## src/design/vmpt_pkg.sv

```systemverilog
// vmpt_pkg: shared types, widths and codes for the vertex modelview/projection transform
// used by every module of the block and by its checker
`default_nettype none

package vmpt_pkg;

    localparam int FRAC_BITS = 16;

    localparam int WORD_W  = 32;
    localparam int PROD_W  = 2 * WORD_W;
    localparam int SHIFT_W = PROD_W - FRAC_BITS;   // product after the fraction shift
    localparam int PAIR_W  = SHIFT_W + 1;          // sum of two shifted products
    localparam int SUM_W   = SHIFT_W + 2;          // sum of four shifted products
    localparam int IDX_W   = 4;
    localparam int NUM_LANES = 4;
    localparam int NUM_COEFFS = NUM_LANES * NUM_LANES;

    localparam int S_TDATA_W = 168;   // 164 bits of fields, zero filled to whole bytes
    localparam int M_TDATA_W = NUM_LANES * WORD_W;

    localparam logic signed [WORD_W-1:0] WORD_MAX = {1'b0, {(WORD_W-1){1'b1}}};
    localparam logic signed [WORD_W-1:0] WORD_MIN = {1'b1, {(WORD_W-1){1'b0}}};
    localparam logic [WORD_W-1:0] COEFF_ONE = WORD_W'(1) << FRAC_BITS;

    typedef enum logic [1:0] {
        KIND_LOAD_MV   = 2'd0,
        KIND_LOAD_PROJ = 2'd1,
        KIND_VERTEX    = 2'd2
    } kind_t;

    typedef logic [NUM_LANES-1:0][WORD_W-1:0]  vec_t;
    typedef logic [NUM_COEFFS-1:0][WORD_W-1:0] mat_t;

    // one pipeline slot: what a transaction carries besides the lane data
    typedef struct packed {
        logic              valid;
        kind_t             kind;
        logic [IDX_W-1:0]  idx;
        logic [WORD_W-1:0] val;
    } ctrl_t;

    function automatic mat_t identity_mat();
        mat_t m;
        for (int i = 0; i < NUM_COEFFS; i++) begin
            m[i] = (i % (NUM_LANES + 1) == 0) ? COEFF_ONE : '0;
        end
        return m;
    endfunction

endpackage

`default_nettype wire

```

## src/design/vmpt_merge.sv

```systemverilog
// vmpt_merge: packs the four lane results into one result transaction
// output register plus skid register; depends on vmpt_pkg
`default_nettype none

module vmpt_merge (
    input  wire logic                            aclk,
    input  wire logic                            aresetn,
    input  wire logic                            in_valid,
    input  wire vmpt_pkg::vec_t                  in_data,
    output logic                                 in_ready,
    output logic                                 m_tvalid,
    input  wire logic                            m_tready,
    output logic [vmpt_pkg::M_TDATA_W-1:0]       m_tdata
);
    import vmpt_pkg::*;

    logic                 out_valid_reg;
    logic                 out_valid_next;
    logic [M_TDATA_W-1:0] out_data_reg;
    logic [M_TDATA_W-1:0] out_data_next;
    logic                 skid_valid_reg;
    logic                 skid_valid_next;
    logic [M_TDATA_W-1:0] skid_data_reg;
    logic [M_TDATA_W-1:0] skid_data_next;
    logic                 take;

    assign take = in_valid && !skid_valid_reg;

    always_comb begin
        out_valid_next  = out_valid_reg;
        out_data_next   = out_data_reg;
        skid_valid_next = skid_valid_reg;
        skid_data_next  = skid_data_reg;
        if (out_valid_reg && !m_tready) begin
            if (take) begin
                skid_valid_next = 1'b1;
                skid_data_next  = in_data;
            end
        end else if (skid_valid_reg) begin
            out_valid_next  = 1'b1;
            out_data_next   = skid_data_reg;
            skid_valid_next = 1'b0;
        end else begin
            out_valid_next = take;
            out_data_next  = in_data;
        end
    end

    always_ff @(posedge aclk) begin
        if (!aresetn) begin
            out_valid_reg  <= 1'b0;
            skid_valid_reg <= 1'b0;
        end else begin
            out_valid_reg  <= out_valid_next;
            skid_valid_reg <= skid_valid_next;
        end
        out_data_reg  <= out_data_next;
        skid_data_reg <= skid_data_next;
    end

    assign in_ready = !skid_valid_reg;
    assign m_tvalid = out_valid_reg;
    assign m_tdata  = out_data_reg;

endmodule

`default_nettype wire

```

## config.mk

```make
export PLATFORM = sky130hd
export DESIGN_NAME = vmpt_merge
export DESIGN_NICKNAME = d
export VERILOG_FILES = /design/src/design/vmpt_pkg.sv /design/src/design/vmpt_merge.sv
export SDC_FILE = /design/constraint.sdc
export NUM_CORES = 1
export LEC_CHECK = 0
export BUFFER_PORTS_ARGS = -buffer_cell sky130_fd_sc_hd__buf_2
export CAP_MARGIN = 20
export CORE_MARGIN = 1.5
export CORE_UTILIZATION = 40
export CTS_BUF_LIST = sky130_fd_sc_hd__clkbuf_2
export DETAILED_ROUTE_END_ITERATION = 7
export HOLD_SLACK_MARGIN = 0.12
export PLACE_DENSITY = 0.66
export SETUP_SLACK_MARGIN = 0.3
export SLEW_MARGIN = 10
export SYNTH_ARGS = -nofsm -noshare
export SYNTH_HDL_FRONTEND = slang
export SYNTH_SLANG_ARGS = --single-unit
```

## constraint.sdc

```tcl
create_clock -name aclk -period 15.8 [get_ports aclk]
set_input_delay 1.58 -clock aclk [delete_from_list [all_inputs] [get_ports aclk]]
set_output_delay 1.58 -clock aclk [all_outputs]
set_load 0.02 [all_outputs]
```

==> results of run 1 <==
## report_power, final
part | internal, mW | switching (mW)
clock network | 0.214 | 0.267
registers | 0.791 | 0.0103
logic | 0.0533 | 0.0714
## final timing paths
check	endpoint	slack [ns]	from
setup / recovery	in_ready	11.65	skid_valid_reg
hold / removal	m_tdata[102]	0.53	skid_data_reg[102]
setup reg to reg	skid_data_reg[125]	12.95	m_tvalid
hold reg to reg	m_tdata[102]	0.53	skid_data_reg[102]
## cells by family (layout without fill, tap and decap cells)
kind of cell,count (synthesis),count (layout)
other cells,0,1
compound gates,1,1
mux,128,128
simple gates,4,4
flops,258,258
buf+inv,16,387
## worst max-delay path, delay by kind of cell (launching register included)
| kind | cells | cell delay [ns] |
|---|---|---|
| flops | 1 | 0.77 |
| buf+inv | 3 | 0.98 |
## final cells by class
| class | count | area (um^2) | area share [%] |
|---|---|---|---|
| antenna | 1 | 2.50 | 0.0209 |
| tap | 319 | 399 | 3.33 |
| timing repair buffer | 267 | 1370 | 11.4 |
| inverter | 1 | 3.75 | 0.0313 |
| multi-input combinational | 133 | 1820 | 15.2 |
| clock inverter | 23 | 174 | 1.45 |
| sequential | 258 | 7730 | 64.5 |
| clock buffer | 96 | 480 | 4.01 |
## cells in the final DEF (no fill, tap or decap)
master and instances:
a21boi_0 1, buf_16 1, buf_2 261, buf_4 5, bufinv_16 3, clkbuf_2 96
clkinv_1 11, clkinv_2 7, dfxtp_1 1, dfxtp_4 1, diode_2 1, edfxtp_1 256
inv_1 1, inv_2 2, mux2_2 41, mux2_4 87, nand2b_4 1, nor2_1 1
nor3b_2 2
## through the flow
stage          worst slack (ns)  area (um^2)  power (mW)  hold WS [ns]
6_report                  11.65        12000        1.41         0.533
5_1_grt                   11.37        12000        1.48         0.544
4_1_cts                   11.46        12000        1.43         0.527
3_5_place_dp              11.24        11300       0.943         0.532
3_3_place_gp              11.35        11300       0.939         0.529
2_1_floorplan             0.630         9690       0.893         0.523
## routing by layer
| layer | vias up | GRT usage [%] | wire (um) | part of all wire (%) |
|---|---|---|---|---|
| li1 | 2318 | - | - | - |
| met1 | 2438 | 18.0 | 7590 | 40 |
| met2 | 235 | 22.2 | 8840 | 47 |
| met3 | 40 | 6.61 | 1920 | 10 |
| met4 | 2 | 6.81 | 406 | 2.2 |
| met5 | - | 0 | 10 | 0.053 |
==> results.cfg, run 1 <==
[run_status]
status = finished, final reports clean

[critical_path]
required_ns = 14.22
critPathLaunchType = flip-flop
path_cells = buf_4 -> inv_1 -> buf_2
worstSetupPathType = reg2out
max_stage_delay_ns = 0.77
crit_path_max_fanout = 45
worstPathArrival_ns = 2.57
crit_path_top_delay_cell = dfxtp_4
crit_path_end_kind = primary output
r2r.worst_path.cells = 5

[floorplanning]
die_w_um = 159
pin_count = 262
coreArea_um2 = 23600
start_util_pct = 41.0
row_count = 56
dieArea_um2 = 25200
die_y_um = 159

[global_route]
grt_pass1_vias = 5307
grt_pass1_wl_um = 27800
antenna_found_initial = 3
grt_use_total_pct = 14.7
grt.overflow.total = 0
grt_max_degree = 83

[cts]
cts_tree = yes
cts.clk_slew.worst_paths_ns = 0.11
cts_buffers = 69
clock_sinks = 258
cts_setup_buffers = 0
ctsHoldBuffers = 0
htreeDepth = 3
post_cts_resized = 0
root_buffer = clkbuf_2
clockBufferDepth = 3
worstSkewPairLatency_ns = 0.76

[placement]
hpwlAfterDp_um = 11900
place.gp.congestion = 0.750
io_buffers = 261
placedCellCount = 977

[pwr]
powerDensity_nw_per_um2 = 117
power.leakage_nw = 4.83
max-vdd-ir-drop_v = 0.0000578

[worst_hold_path]
hold_class = reg2reg
worstHoldPathCells = 1

[synth]
synth-main-ff-cell = edfxtp_1
syn_inst = 407
netlist_top_cells_count = edfxtp_1 (256), mux2_4 (87), mux2_2 (41)
yosys_warnings = 0
synth_fa_ha_area_share_pct = 0
syn_area_um2 = 9690
synth-simple-area-share_pct = 0.310
synthXorXnorAreaFrac_pct = 0
synth_top_family_by_area = multiplexers
yosysTopAreaCellShare_pct = 79.3
synth_area_leaders = edfxtp_1 (79%), mux2_4 (13%), mux2_2 (4.8%)
synth_nets = 539
ys_ff_latch = 258
synth_most_common_cell = edfxtp_1
synth_compound_area_share_pct = 0.0775
synth.avg_cell_area_um2 = 23.8
async_flop_share_pct = 0
synth_largest_area_cell = edfxtp_1
synth_mux_area_share_pct = 18.2
synth.distinct_cells = 13
synth_edf_count = 256
yosysSeqAreaShare_pct = 79.8

[sta]
hold_violations = 0
skew_ns = 0.0716
maxSlewHeadroom_pct = 31.1
fin_tns_setup_ns = 0
fin_crit_sh_pct = 26.2
grt_setup_unrepaired = no
max_slew.worst_pin.slew_ns = 1.03
setup_viol = 0
fmax_mhz = 241
drv_slew = 0
min_period_ns = 4.15

[finish]
utilization_pct = 50.7
fillers = 2001
num-nets-final = 862
syn_to_final_growth_pct = 23.6
drive_gt1_share_pct = 65.2
fin_cells = 1098

[routing]
routed_wl_um = 18800
routedWlPerCell_um = 17.1
vias_per_cell = 4.58
drt_pass1_iterations = 7
vias = 5033
drc_errors = 0
drt_iter0_markers = 276
ant_nets = 0

[flow_run]
drv_cap = 0
Power figures use the tool's default switching activity.
==> run 2: changes to the inputs <==
Clock period 15.8 ns to 3.76 ns, I/O delays scaled along.
==> results.cfg, run 2 (synthesized netlist as in run 1, its figures left out) <==
[worst_hold_path]
hold_class = in2reg
worstHoldStart = m_tready

[cts]
clockBufferDepth = 3
cts_tree = yes
worstSkewPairLatency_ns = 0.75
htreeDepth = 3
root_buffer = clkbuf_2
cts_buffers = 68
clock_sinks = 258
cts.clk_slew.worst_paths_ns = 0.10
post_cts_resized = 0

[global_route]
grt_use_total_pct = 15.9
antenna_found_initial = 0
grt.overflow.total = 0
grt_pass1_vias = 6089
grt_max_degree = 73
grt_pass1_wl_um = 30500

[finish]
finalInstanceArea_um2 = 13300
utilization_pct = 56.1
num-nets-final = 991
num_antenna_cells = 0
syn_to_final_growth_pct = 36.8
drive_gt1_share_pct = 56.0
final_cell_mix = buf_2 (261), edfxtp_1 (256), dlygate4sd3_1 (131)
fillers = 1840
final_common_cell = buf_2

[floorplanning]
start_util_pct = 41.0
row_count = 56
coreArea_um2 = 23600
pin_count = 262
dieArea_um2 = 25200
die_w_um = 159
die_y_um = 159

[sta]
fin_crit_sh_pct = 77.6
setup_viol = 0
final.setup.worst_slack_ns = 0.843
min_period_ns = 2.92
max_slew.worst_pin.slew_ns = 1.01
maxSlewHeadroom_pct = 32.9
grt_setup_unrepaired = no
fin_tns_setup_ns = 0
hold_violations = 0
drv_slew = 0
skew_ns = 0.0632
fmax_mhz = 343

[routing]
routed_wl_um = 20300
vias = 5522
drt_pass1_iterations = 4
routedWlPerCell_um = 16.6
drt_iter0_markers = 232
vias_per_cell = 4.51
drc_errors = 0
ant_nets = 0

[placement]
hpwlAfterDp_um = 12000
place.gp.congestion = 0.774
place_ws_ns = 1.43
io_buffers = 261
place_area_um2 = 11300

[critical_path]
critPathLaunch = skid_valid_reg
crit_path_top_delay_cell = dfxtp_4
crit_path_end_kind = primary output
crit_path_max_fanout = 72
max_stage_delay_ns = 0.98
worstSetupPathType = reg2out
critPathLaunchType = flip-flop
worstPathArrival_ns = 2.54
reg2reg_from = skid_valid_reg
required_ns = 3.38
path_cells = buf_12 -> inv_1 -> buf_2

[pwr]
powerDensity_nw_per_um2 = 445
max-vdd-ir-drop_v = 0.000292
power.leakage_nw = 5.34
power_mw = 5.89

[flow_run]
drv_cap = 0

[run_status]
status = finished, final reports clean
run 2: per-layer routing:
metal	global-route usage (%)	up-vias	part of all wire (%)
li1	-	2568	-
met1	18.3	2658	40
met5	0	-	0
met4	8.37	0	3.1
met2	25.9	241	48
met3	6.18	55	8.7
run 2: layout make-up:
class                      count  area [um^2]  share of cell area (%)
clock inverter                17          110                   0.831
clock buffer                 100          500                    3.78
timing repair buffer         397         2680                    20.2
inverter                       1         3.75                  0.0283
sequential                   258         7730                    58.4
multi-input combinational    133         1820                    13.8
tap                          319          399                    3.01
run 2: power by group:
group          switching (mW)  leakage, nW  internal, mW  total [mW]
registers              0.0451         2.51          3.32        3.37
clock network            1.11        0.464         0.783        1.89
logic                   0.322         2.37         0.313       0.635
run 2: per-stage QoR:
stage / cells / hold WS, ns
floorplan: 407 / 0.475
global placement: 977 / 0.530
detailed placement: 977 / 0.531
CTS: 1225 / 0.127
global route: 1225 / 0.142
finish: 1225 / 0.229
run 2: worst paths after layout:
check / endpoint / slack, ns / cells past startpoint
max: in_ready / 0.84 / 3
min: skid_valid_reg / 0.23 / 3
max reg2reg: m_tdata[35] / 1.55 / 2
min reg2reg: m_tdata[86] / 0.52 / 1
run 2: worst max-delay path: cells and delay by family, from the launching register on:
| family | cells | cell delay, ns |
|---|---|---|
| buffers and inverters | 3 | 0.75 |
| flip-flops | 1 | 0.98 |
run 2: repair_timing:
item	CTS	global route
buffers inserted	0	0
hold buffers	131	0
hold endpoints to repair	258	0
setup endpoints to repair	0	0
