[src/design/vmpt_pkg.sv]
// vmpt_pkg: shared types, widths and codes for the vertex modelview/projection transform
// used by every module of the block and by its checker
`default_nettype none

package vmpt_pkg;

    localparam int FRAC_BITS = 16;

    localparam int WORD_W  = 32;
    localparam int PROD_W  = 2 * WORD_W;
    localparam int SHIFT_W = PROD_W - FRAC_BITS;   // product after the fraction shift
    localparam int PAIR_W  = SHIFT_W + 1;          // sum of two shifted products
    localparam int SUM_W   = SHIFT_W + 2;          // sum of four shifted products
    localparam int IDX_W   = 4;
    localparam int NUM_LANES = 4;
    localparam int NUM_COEFFS = NUM_LANES * NUM_LANES;

    localparam int S_TDATA_W = 168;   // 164 bits of fields, zero filled to whole bytes
    localparam int M_TDATA_W = NUM_LANES * WORD_W;

    localparam logic signed [WORD_W-1:0] WORD_MAX = {1'b0, {(WORD_W-1){1'b1}}};
    localparam logic signed [WORD_W-1:0] WORD_MIN = {1'b1, {(WORD_W-1){1'b0}}};
    localparam logic [WORD_W-1:0] COEFF_ONE = WORD_W'(1) << FRAC_BITS;

    typedef enum logic [1:0] {
        KIND_LOAD_MV   = 2'd0,
        KIND_LOAD_PROJ = 2'd1,
        KIND_VERTEX    = 2'd2
    } kind_t;

    typedef logic [NUM_LANES-1:0][WORD_W-1:0]  vec_t;
    typedef logic [NUM_COEFFS-1:0][WORD_W-1:0] mat_t;

    // one pipeline slot: what a transaction carries besides the lane data
    typedef struct packed {
        logic              valid;
        kind_t             kind;
        logic [IDX_W-1:0]  idx;
        logic [WORD_W-1:0] val;
    } ctrl_t;

    function automatic mat_t identity_mat();
        mat_t m;
        for (int i = 0; i < NUM_COEFFS; i++) begin
            m[i] = (i % (NUM_LANES + 1) == 0) ? COEFF_ONE : '0;
        end
        return m;
    endfunction

endpackage

`default_nettype wire

[src/design/vmpt_coeff_store.sv]
// vmpt_coeff_store: one 4x4 coefficient matrix, reset to identity, one write port
// depends on vmpt_pkg
`default_nettype none

module vmpt_coeff_store (
    input  wire logic                       aclk,
    input  wire logic                       aresetn,
    input  wire logic                       wr_en,
    input  wire logic [vmpt_pkg::IDX_W-1:0] wr_idx,
    input  wire logic [vmpt_pkg::WORD_W-1:0] wr_data,
    output vmpt_pkg::mat_t                  coeffs
);
    import vmpt_pkg::*;

    mat_t coeff_reg;

    always_ff @(posedge aclk) begin
        if (!aresetn) begin
            coeff_reg <= identity_mat();
        end else if (wr_en) begin
            coeff_reg[wr_idx] <= wr_data;
        end
    end

    assign coeffs = coeff_reg;

endmodule

`default_nettype wire

[config.mk]
export PLATFORM = sky130hd
export DESIGN_NAME = vmpt_coeff_store
export DESIGN_NICKNAME = d
export VERILOG_FILES = /design/src/design/vmpt_pkg.sv /design/src/design/vmpt_coeff_store.sv
export SDC_FILE = /design/constraint.sdc
export NUM_CORES = 1
export LEC_CHECK = 0
export BUFFER_PORTS_ARGS = -buffer_cell sky130_fd_sc_hd__buf_2
export CELL_PAD_IN_SITES_DETAIL_PLACEMENT = 0
export CELL_PAD_IN_SITES_GLOBAL_PLACEMENT = 1
export CORE_ASPECT_RATIO = 1.25
export CORE_MARGIN = 4
export CORE_UTILIZATION = 35
export CTS_CLUSTER_SIZE = 8
export DETAILED_ROUTE_END_ITERATION = 10
export PLACE_DENSITY = 0.74
export SYNTH_ARGS = -nofsm -noshare
export SYNTH_HDL_FRONTEND = slang
export SYNTH_SLANG_ARGS = --single-unit
[constraint.sdc]
create_clock -name aclk -period 2.4 [get_ports aclk]
set_input_delay 0.12 -clock aclk [delete_from_list [all_inputs] [get_ports aclk]]
set_output_delay 0.12 -clock aclk [all_outputs]
set_load 0.01 [all_outputs]
==> results.md, run 1 <==
* Chip Width at 212 um
* Area growth from synthesis to layout at 30.7%
* Hpwl dp at 42.7 mm
* Post-Route WL at 63.3 mm
* Via count at 14300
* Power Dens Cells at 782 nW/um^2
* CTS tree: done
* Syn Area/Cell at 10.5 sq um
* Register clock-pin slew on the reported worst setup and hold paths at 0.05 ns
* Slew Limit Fails at 0
* Post-synth top area cell: dfxtp_1
* Pin count of the biggest net entering global routing at 110
* Most frequent cells in the layout: buf_2 (549), nand2_1 (542), dfxtp_1 (512)
* CP Data Required Time at 2.89 ns
* Least-Margin Pin Slew at 1.12 ns
* Die area at 55900 sq um
* Final Util at 0.462
* CP arrival at 2.29 ns
* Min-delay worst type: in -> reg
* Final hold violations at 0
* Fmax at 554 MHz
* Synthesized instance count at 1743
* Max cap viols at 0
* CTS Sinks at 512
* Final min period at 1.80 ns
* Synthesized cell area at 18200 sq um
* # port buffers at 550
* Setup crit end kind: register
* First-pass GRT wire length at 93.5 mm
* Post-CTS setup buffers at 0
* Outcome: complete, no violations
* Most common cell after layout, fill and taps aside: buf_2
* Startpoint types: input port
* Hold_ws at 0.0509 ns
* Cell family with most CP delay: buffers and inverters
* Largest cells by area after synthesis: dfxtp_1 (56%), mux2i_1 (28%), nand2_1 (11%)
* Top cell type's share of synthesized area at 0.562
* Core Footprint at 51500 sq um
* Slowest CP cell: nand2_1
* Total GRT Usage at 0.219
* Sequential fraction of the synthesis area at 0.562
* Pleak at 11.6 nW
* First drt pass iteration count at 5
* CTS H-Tree Depth at 3
* Top layer in use: met4
* Pwr Total at 18.6 mW
* Drt wl/cell at 21.4 um
* TNS Setup at 0 ns
* Syn nets at 1782
* Crit path max fanout at 75
* Initial antenna violation count at 0
* CP bufs+invs at 2
* Nets at 2330
* Synth Register Bits at 512
* Setup CP Type: in -> reg
* Post-detailed-route count of antenna-violating nets at 0
* Vias in the first global route at 14700
* CP Cell Sequence: dlygate4sd3_1 -> buf_8 -> nand2_1 -> mux2i_1
* Largest stage delay, worst path at 0.72 ns
* Unrepaired setup endpoints after global routing: no
* Met2 WL at 29.8 mm
* WL met1 at 26.5 mm
* Worst-Skew Late Latency at 0.58 ns
* Clock Skews at 0 ns
* Max VDD drop at 585 uV
* Initial DRC Count at 777
* Met3 WL post-DR at 4.09 mm
* CTS max path bufs at 3
* Vias per cell at 4.83
* Slew HR at 0.250
* Cts bufs inserted at 73
* Root buffer cell: clkbuf_16
* Core Rows at 93
* GRT overflow at 0
* Post-route DRC at 0
* Final period util at 0.752
* IO Pins at 551
* Max reg flops at 512
* Synth warn at 0
* Share of cells above drive strength 1 at 0.307
* Initial Util at 0.354
* Die height at 263 um
* Synth cell types at 23
* Antenna cell count at 0
* GP Congestion at 0.818
* Setup violators final at 0
==> cell families after synthesis <==
kind of cell / share of synthesized area
AND/OR/NAND/NOR: 0.119
flip-flops: 0.562
multiplexers: 0.279
buffers and inverters: 0.0375
AO/OA/AOI/OAI: 0.00261
==> worst register-to-register path, delay by kind of cell, from the launching register on <==
| family | cells | cell delay [ns] |
|---|---|---|
| flip-flops | 1 | 0.32 |
| AO/OA/AOI/OAI | 2 | 0.25 |
==> timing repair <==
item,in CTS,in global routing
endpoints found under the hold margin,38,0
resized for setup,0,0
hold buffers,10,0
==> power breakdown <==
group	switching, mW	internal, mW	total [mW]
combinational	0.659	0.293	0.952
clock	3.57	5.43	9.00
sequential	0.0559	8.63	8.69
total	4.29	14.4	18.6
==> Yosys cell counts <==
library cell / n
or3b_1: 1
or2_2: 1
nor2_2: 1
or2_1: 2
o21ai_0: 3
o211ai_1: 2
or3_1: 3
nor3_2: 1
dfxtp_1: 512
nor3b_1: 1
clkbuf_1: 83
buf_4: 5
nand2b_1: 2
nand3b_1: 2
mux2i_1: 508
nand3_1: 2
buf_6: 6
nor2_1: 9
buf_2: 48
buf_1: 5
inv_1: 2
nand2_1: 542
o311ai_0: 2
==> layer usage <==
| metal | vias up | global-route usage |
|---|---|---|
| li1 | 6780 | - |
| met1 | 6915 | 0.267 |
| met2 | 466 | 0.361 |
| met3 | 132 | 0.0527 |
| met4 | 0 | 0.104 |
| met5 | - | 0 |
==> final timing paths <==
kind               startpoint     endpoint  slack (ns)  cells past startpoint
setup / recovery      aresetn  coeffs[387]        0.60                      4
hold / removal    wr_data[19]  coeffs[243]        0.05                      4
hold reg to reg   coeffs[339]  coeffs[339]        0.45                      2
setup reg to reg  coeffs[336]  coeffs[336]        1.66                      2
==> area by class of cell <==
class                           instances  area [sq um]
Multi-Input combinational cell       1082          7380
Tap cell                              665           832
Clock buffer                           74          1850
Clock inverter                          5          77.6
Inverter                                2          7.51
Timing Repair Buffer                  620          3440
Fill cell                            4937         27700
Sequential cell                       512         10200
==> stage by stage <==
stage          instance area [sq um]  setup slack, ns  instances
3_3_place_gp                   21800            0.482       2871
5_1_grt                        23800            0.516       2960
6_report                       23800            0.595       2960
2_1_floorplan                  18200             1.07       1743
3_5_place_dp                   21800            0.428       2871
4_1_cts                        23800            0.707       2960
Power figures use the tool's default switching activity.
==> run 2: changes to the inputs <==
--- a/config.mk
+++ b/config.mk
@@ -13,7 +13,7 @@
 export CORE_UTILIZATION = 35
 export CTS_CLUSTER_SIZE = 8
 export DETAILED_ROUTE_END_ITERATION = 10
-export PLACE_DENSITY = 0.74
+export PLACE_DENSITY = 0.76
 export SYNTH_ARGS = -nofsm -noshare
 export SYNTH_HDL_FRONTEND = slang
 export SYNTH_SLANG_ARGS = --single-unit
==> constraint.sdc (replaced) <==
create_clock -name aclk -period 1.5 [get_ports aclk]
set_input_delay 0.075 -clock aclk [delete_from_list [all_inputs] [get_ports aclk]]
set_output_delay 0.075 -clock aclk [all_outputs]
set_load 0.01 [all_outputs]
==> run 2 against run 1 <==
Compared with the run above: non-clock buffer count rose by 51; routed wire length is 0.96% higher; clock power is 64% higher; sequential cell count unchanged; sequential power up 60%; final area up 3.3%; total power is 63% higher.
==> results.md, run 2 (synthesis results as in run 1) <==
* Outcome: complete, no violations
* Nets at 2382
* Met2 WL at 30.3 mm
* CTS Sinks at 512
* Setup crit end kind: register
* Drt wl/cell at 21.2 um
* Power Dens Cells at 1230 nW/um^2
* FF-to-FF End: coeffs[176]
* Post-route DRC at 0
* Via count at 14500
* R2r worst-path depth at 2
* First drt pass iteration count at 5
* Most common cell after layout, fill and taps aside: buf_2
* Resized Gates After CTS at 0
* CP bufs+invs at 2
* Total GRT Usage at 0.219
* First-pass GRT wire length at 93.4 mm
* TNS Setup at 0 ns
* Max cap viols at 0
* Largest stage delay, worst path at 0.57 ns
* Slew Limit Fails at 0
* CTS max path bufs at 3
* Placed cell areas at 22300 sq um
* WL met1 at 26.8 mm
* Initial DRC Count at 773
* Initial antenna violation count at 0
* Cts bufs inserted at 74
* Register clock-pin slew on the reported worst setup and hold paths at 0.05 ns
* Core Rows at 93
* # port buffers at 550
* Hold path cells at 4
* Chip Width at 212 um
* Slew HR at 0.495
* Max VDD drop at 806 uV
* Core Footprint at 51500 sq um
* Pleak at 11.9 nW
* Final hold violations at 0
* Vias per cell at 4.81
* Most frequent cells in the layout: buf_2 (549), nand2_1 (542), dfxtp_1 (512)
* Area growth from synthesis to layout at 35.0%
* Cell family with most CP delay: buffers and inverters
* Setup CP Type: in -> reg
* Final Util at 0.478
* Max reg flops at 512
* Pin count of the biggest net entering global routing at 113
* Worst reg2reg setup slack at 0.82 ns
* Post-detailed-route count of antenna-violating nets at 0
* Slowest CP cell: dlygate4sd3_1
* Hold path start: wr_data[22]
* Post-Route WL at 63.9 mm
* Final period util at 0.881
* CP Cell Sequence: dlygate4sd3_1 -> buf_8 -> nand2_1 -> mux2i_1
* Share of cells above drive strength 1 at 0.314
* CTS tree: done
* Startpoint types: input port
* Setup violators final at 0
* Hpwl dp at 43.7 mm
* Die area at 55900 sq um
* Final min period at 1.32 ns
* Least-Margin Pin Slew at 0.755 ns
* Clock Skews at 0 ns
* Fmax at 757 MHz
* Min-delay worst type: in -> reg
* IO Pins at 551
* Vias in the first global route at 14800
* Finished Cell Area at 24600 sq um
* CP Data Required Time at 1.99 ns
* GP Congestion at 0.802
* Unrepaired setup endpoints after global routing: no
* CTS H-Tree Depth at 3
* Die height at 263 um
* Worst-Skew Late Latency at 0.57 ns
* Met3 WL post-DR at 4.12 mm
* Root buffer cell: clkbuf_16
* Hold path endpoint: coeffs[342]
* RR Startpoint: coeffs[176]
* CP arrival at 1.81 ns
* Initial Util at 0.354
* GRT overflow at 0
* Top layer in use: met4
* Crit path max fanout at 31
[run 2: cell count changes in the layout (fill, tap and decap cells not counted)]
| cell | before | now |
|---|---|---|
| buf_12 | 10 | 31 |
| buf_4 | 50 | 59 |
| clkbuf_16 | 74 | 77 |
| clkbuf_8 | 0 | 1 |
| clkinv_4 | 0 | 1 |
| clkinv_8 | 3 | 2 |
| diode_2 | 0 | 2 |
| dlygate4sd3_1 | 10 | 31 |
[run 2: timing repair]
action	CTS	global route
buffers inserted	0	0
setup endpoints to repair	0	0
endpoints found under the hold margin	351	0
hold buffers	31	0
[run 2: routing by layer]
metal | GRT usage | vias up
li1 | - | 6894
met1 | 0.269 | 6984
met2 | 0.361 | 500
met3 | 0.0517 | 129
met4 | 0.102 | 0
met5 | 0 | -
[run 2: layout make-up]
class / instances / area, sq um
fillers: 4824 / 26900
clock buffers: 78 / 1940
clock inverters: 5 / 70.1
flip-flops and latches: 512 / 10200
multi-input cells: 1082 / 7380
repair buffers: 671 / 4140
well taps: 665 / 832
inverters: 2 / 7.51
diodes: 2 / 5.00
[run 2: power by group]
| group | total [mW] | switching (mW) | internal, mW | leakage, nW |
|---|---|---|---|---|
| logic | 1.68 | 1.09 | 0.594 | 6.81 |
| registers | 13.9 | 0.0907 | 13.8 | 4.13 |
| clock network | 14.8 | 5.75 | 9.07 | 0.988 |
| total | 30.4 | 6.93 | 23.5 | 11.9 |
[run 2: tightest hold or removal path, stage by stage]
cell,delay (ns)
buf_2,0.08
nand2_1,0.04
buf_4,0.23
mux2i_1,0.16
[run 2: through the flow]
stage               hold slack [ns]  setup slack [ns]  cells  power (mW)
finish                       0.0344             0.179   3017        30.4
global route                 0.0317             0.120   3015        31.4
CTS                        0.000716             0.234   3015        30.7
detailed placement            0.369            -0.109   2901        15.8
global placement              0.366           -0.0700   2901        15.8
floorplan                     0.237             0.220   1743        14.9
[run 2: how the worst max path moves through the flow]
stage	from	to	slack, ns	cells after the start
3_3_place_gp	wr_idx[2]	coeffs[101]	-0.07	6
5_1_grt	aresetn	coeffs[208]	0.12	4
2_1_floorplan	wr_idx[2]	coeffs[48]	0.22	5
4_1_cts	coeffs[70]	coeffs[70]	0.23	1
3_5_place_dp	wr_idx[2]	coeffs[105]	-0.11	6
6_report	aresetn	coeffs[304]	0.18	4
==> run 3: changes to the inputs <==
--- a/config.mk
+++ b/config.mk
@@ -5,15 +5,17 @@
 export SDC_FILE = /design/constraint.sdc
 export NUM_CORES = 1
 export LEC_CHECK = 0
+export ABC_AREA = 1
 export BUFFER_PORTS_ARGS = -buffer_cell sky130_fd_sc_hd__buf_2
 export CELL_PAD_IN_SITES_DETAIL_PLACEMENT = 0
 export CELL_PAD_IN_SITES_GLOBAL_PLACEMENT = 1
 export CORE_ASPECT_RATIO = 1.25
 export CORE_MARGIN = 4
-export CORE_UTILIZATION = 35
+export CORE_UTILIZATION = 32
 export CTS_CLUSTER_SIZE = 8
 export DETAILED_ROUTE_END_ITERATION = 10
 export PLACE_DENSITY = 0.76
+export SKIP_CTS_REPAIR_TIMING = 1
 export SYNTH_ARGS = -nofsm -noshare
 export SYNTH_HDL_FRONTEND = slang
 export SYNTH_SLANG_ARGS = --single-unit
==> run 3 against run 2 <==
Compared with the run above: synthesized area increased by 6.7%; global-route usage about the same; sequential cell count unchanged; critical path depth increased by 5; final cell count increased by 39%; core utilization decreased by 4.6 points; die area increased by 16%; critical endpoint is now coeffs[60].
==> results.md, run 3 <==
* Placed cell areas at 23500 sq um
* Root buffer cell: clkbuf_16
* Final hold violations at 0
* Syn Area/Cell at 6.75 sq um
* Via count at 18800
* Synth cell types at 12
* Syn nets at 2923
* Total GRT Usage at 0.219
* Synthesized instance count at 2884
* Most common cell after layout, fill and taps aside: nor2_1
* CP Cell Sequence: dlygate4sd3_1 -> buf_2 -> inv_1 -> nand2_1 -> nor2_4 -> buf_12 -> nand2_1 -> nand2_1 -> nor2_1
* CP Data Required Time at 1.99 ns
* Top cell type's share of synthesized area at 0.526
* Pleak at 12.9 nW
* Pin count of the biggest net entering global routing at 102
* Post-Route WL at 74.5 mm
* Post-detailed-route count of antenna-violating nets at 0
* Finished Layout Cells at 4207
* Fmax at 738 MHz
* Core Footprint at 59900 sq um
* Startpoint types: input port
* Synth top cells by count: nor2_1 (1022), nand2_1 (960), dfxtp_1 (512), inv_1 (100), buf_2 (74)
* GP Congestion at 0.787
* Critical Path Start: wr_idx[3]
* Setup CP Type: in -> reg
* CTS Sinks at 512
* Final period util at 0.903
* Setup violators final at 0
* Async SR Flop Fraction at 0
* CP endpoint: coeffs[60]
* Synth Flop Type: dfxtp_1
* CTS tree: done
* Worst-Skew Late Latency at 0.59 ns
* Post-synth top area cell: dfxtp_1
* Post-route DRC at 0
* First-pass GRT wire length at 109 mm
* Antenna cell count at 0
* Least-Margin Pin Slew at 0.465 ns
* Die height at 284 um
* Vias in the first global route at 16900
* Sequential fraction of the synthesis area at 0.526
* Worst reg2reg setup slack at 0.77 ns
* CTS max path bufs at 3
* Initial antenna violation count at 4
* # port buffers at 550
* Max VDD drop at 740 uV
* Share of cells above drive strength 1 at 0.216
* RR Startpoint: coeffs[336]
* GRT overflow at 0
* Hpwl dp at 51.1 mm
* IO Pins at 551
* Initial Util at 0.325
* Crit path max fanout at 64
* Initial DRC Count at 1402
* Number of flops mapped to enable cells by yosys at 0
* R2r worst-path depth at 2
* Synthesized cell area at 19500 sq um
* Synth Register Bits at 512
* Slowest CP cell: dlygate4sd3_1
* Largest stage delay, worst path at 0.53 ns
* Core Rows at 100
* Outcome: complete, no violations
* Synth warn at 0
* Top-count cell post-synth: nor2_1
* Final min period at 1.35 ns
* Largest cells by area after synthesis: dfxtp_1 (53%), nor2_1 (20%), nand2_1 (19%)
* Cell mode on critical path: nand2_1
* Hold_ws at 0.0440 ns
* Max reg flops at 512
* Drt wl/cell at 17.7 um
* Area growth from synthesis to layout at 32.9%
* Cts bufs inserted at 74
* Vias per cell at 4.46
* TNS Setup at 0 ns
* Unrepaired setup endpoints after global routing: no
* Slew HR at 0.690
* FF-to-FF End: coeffs[336]
* First drt pass iteration count at 5
* CP arrival at 1.84 ns
* Setup crit end kind: register
* Die area at 64900 sq um
* Chip Width at 229 um
* Register clock-pin slew on the reported worst setup and hold paths at 0.05 ns
* Finished Cell Area at 25900 sq um
* Power Dens Cells at 1220 nW/um^2
* Max cap viols at 0
* Slew Limit Fails at 0
* Min-delay worst type: in -> reg
* Post-placement cell count at 4087
* CTS H-Tree Depth at 3
* Most frequent cells in the layout: nor2_1 (1017), nand2_1 (960), buf_2 (549)
* Nets at 3474
* Clock Skews at 0 ns
-- run 3: final cells by class --
cell class | count | area [sq um]
timing repair buffer | 675 | 4230
tap | 765 | 957
multi-input combinational | 2072 | 8100
clock buffer | 77 | 1890
inverter | 100 | 375
sequential | 512 | 10200
clock inverter | 6 | 73.8
fill | 6294 | 34100
-- run 3: logic make-up (layout without fill, tap and decap cells) --
group,Yosys count,after routing,synth area share
flops,512,512,0.526
compound gates,3,3,0.000771
simple gates,2069,2069,0.410
buf+inv,300,858,0.0626
-- run 3: worst min-delay path by stage --
stage	from	endpoint	cells past startpoint
2_1_floorplan	wr_data[16]	coeffs[176]	2
3_3_place_gp	wr_data[13]	coeffs[397]	3
3_5_place_dp	wr_data[1]	coeffs[1]	3
4_1_cts	wr_data[1]	coeffs[1]	3
5_1_grt	wr_en	coeffs[16]	4
6_report	wr_en	coeffs[16]	4
-- run 3: report_power, final --
part	switching (mW)	leakage (nW)	internal, mW
clock	5.95	0.966	8.89
sequential	0.189	4.14	13.9
combinational	1.65	7.80	0.863
-- run 3: layer usage --
metal / wire (um) / up-vias / global-route usage
li1: - / 9687 / -
met1: 32200 / 8355 / 0.277
met2: 34500 / 605 / 0.358
met3: 5640 / 104 / 0.0615
met4: 2150 / 4 / 0.0784
met5: 22 / - / 0
-- run 3: worst max-delay path, delay by kind of cell --
kind          cells  cell delay, ns
buf+inv           4            1.09
simple gates      5            0.63
-- run 3: metrics by stage --
stage          worst slack, ns   util  total power [mW]
2_1_floorplan            0.368      -              15.7
3_3_place_gp            0.0799  0.393              16.9
3_5_place_dp            0.0825  0.393              16.9
4_1_cts                  0.114  0.426              31.9
5_1_grt                 0.0252  0.432              32.7
6_report                 0.146  0.432              31.5
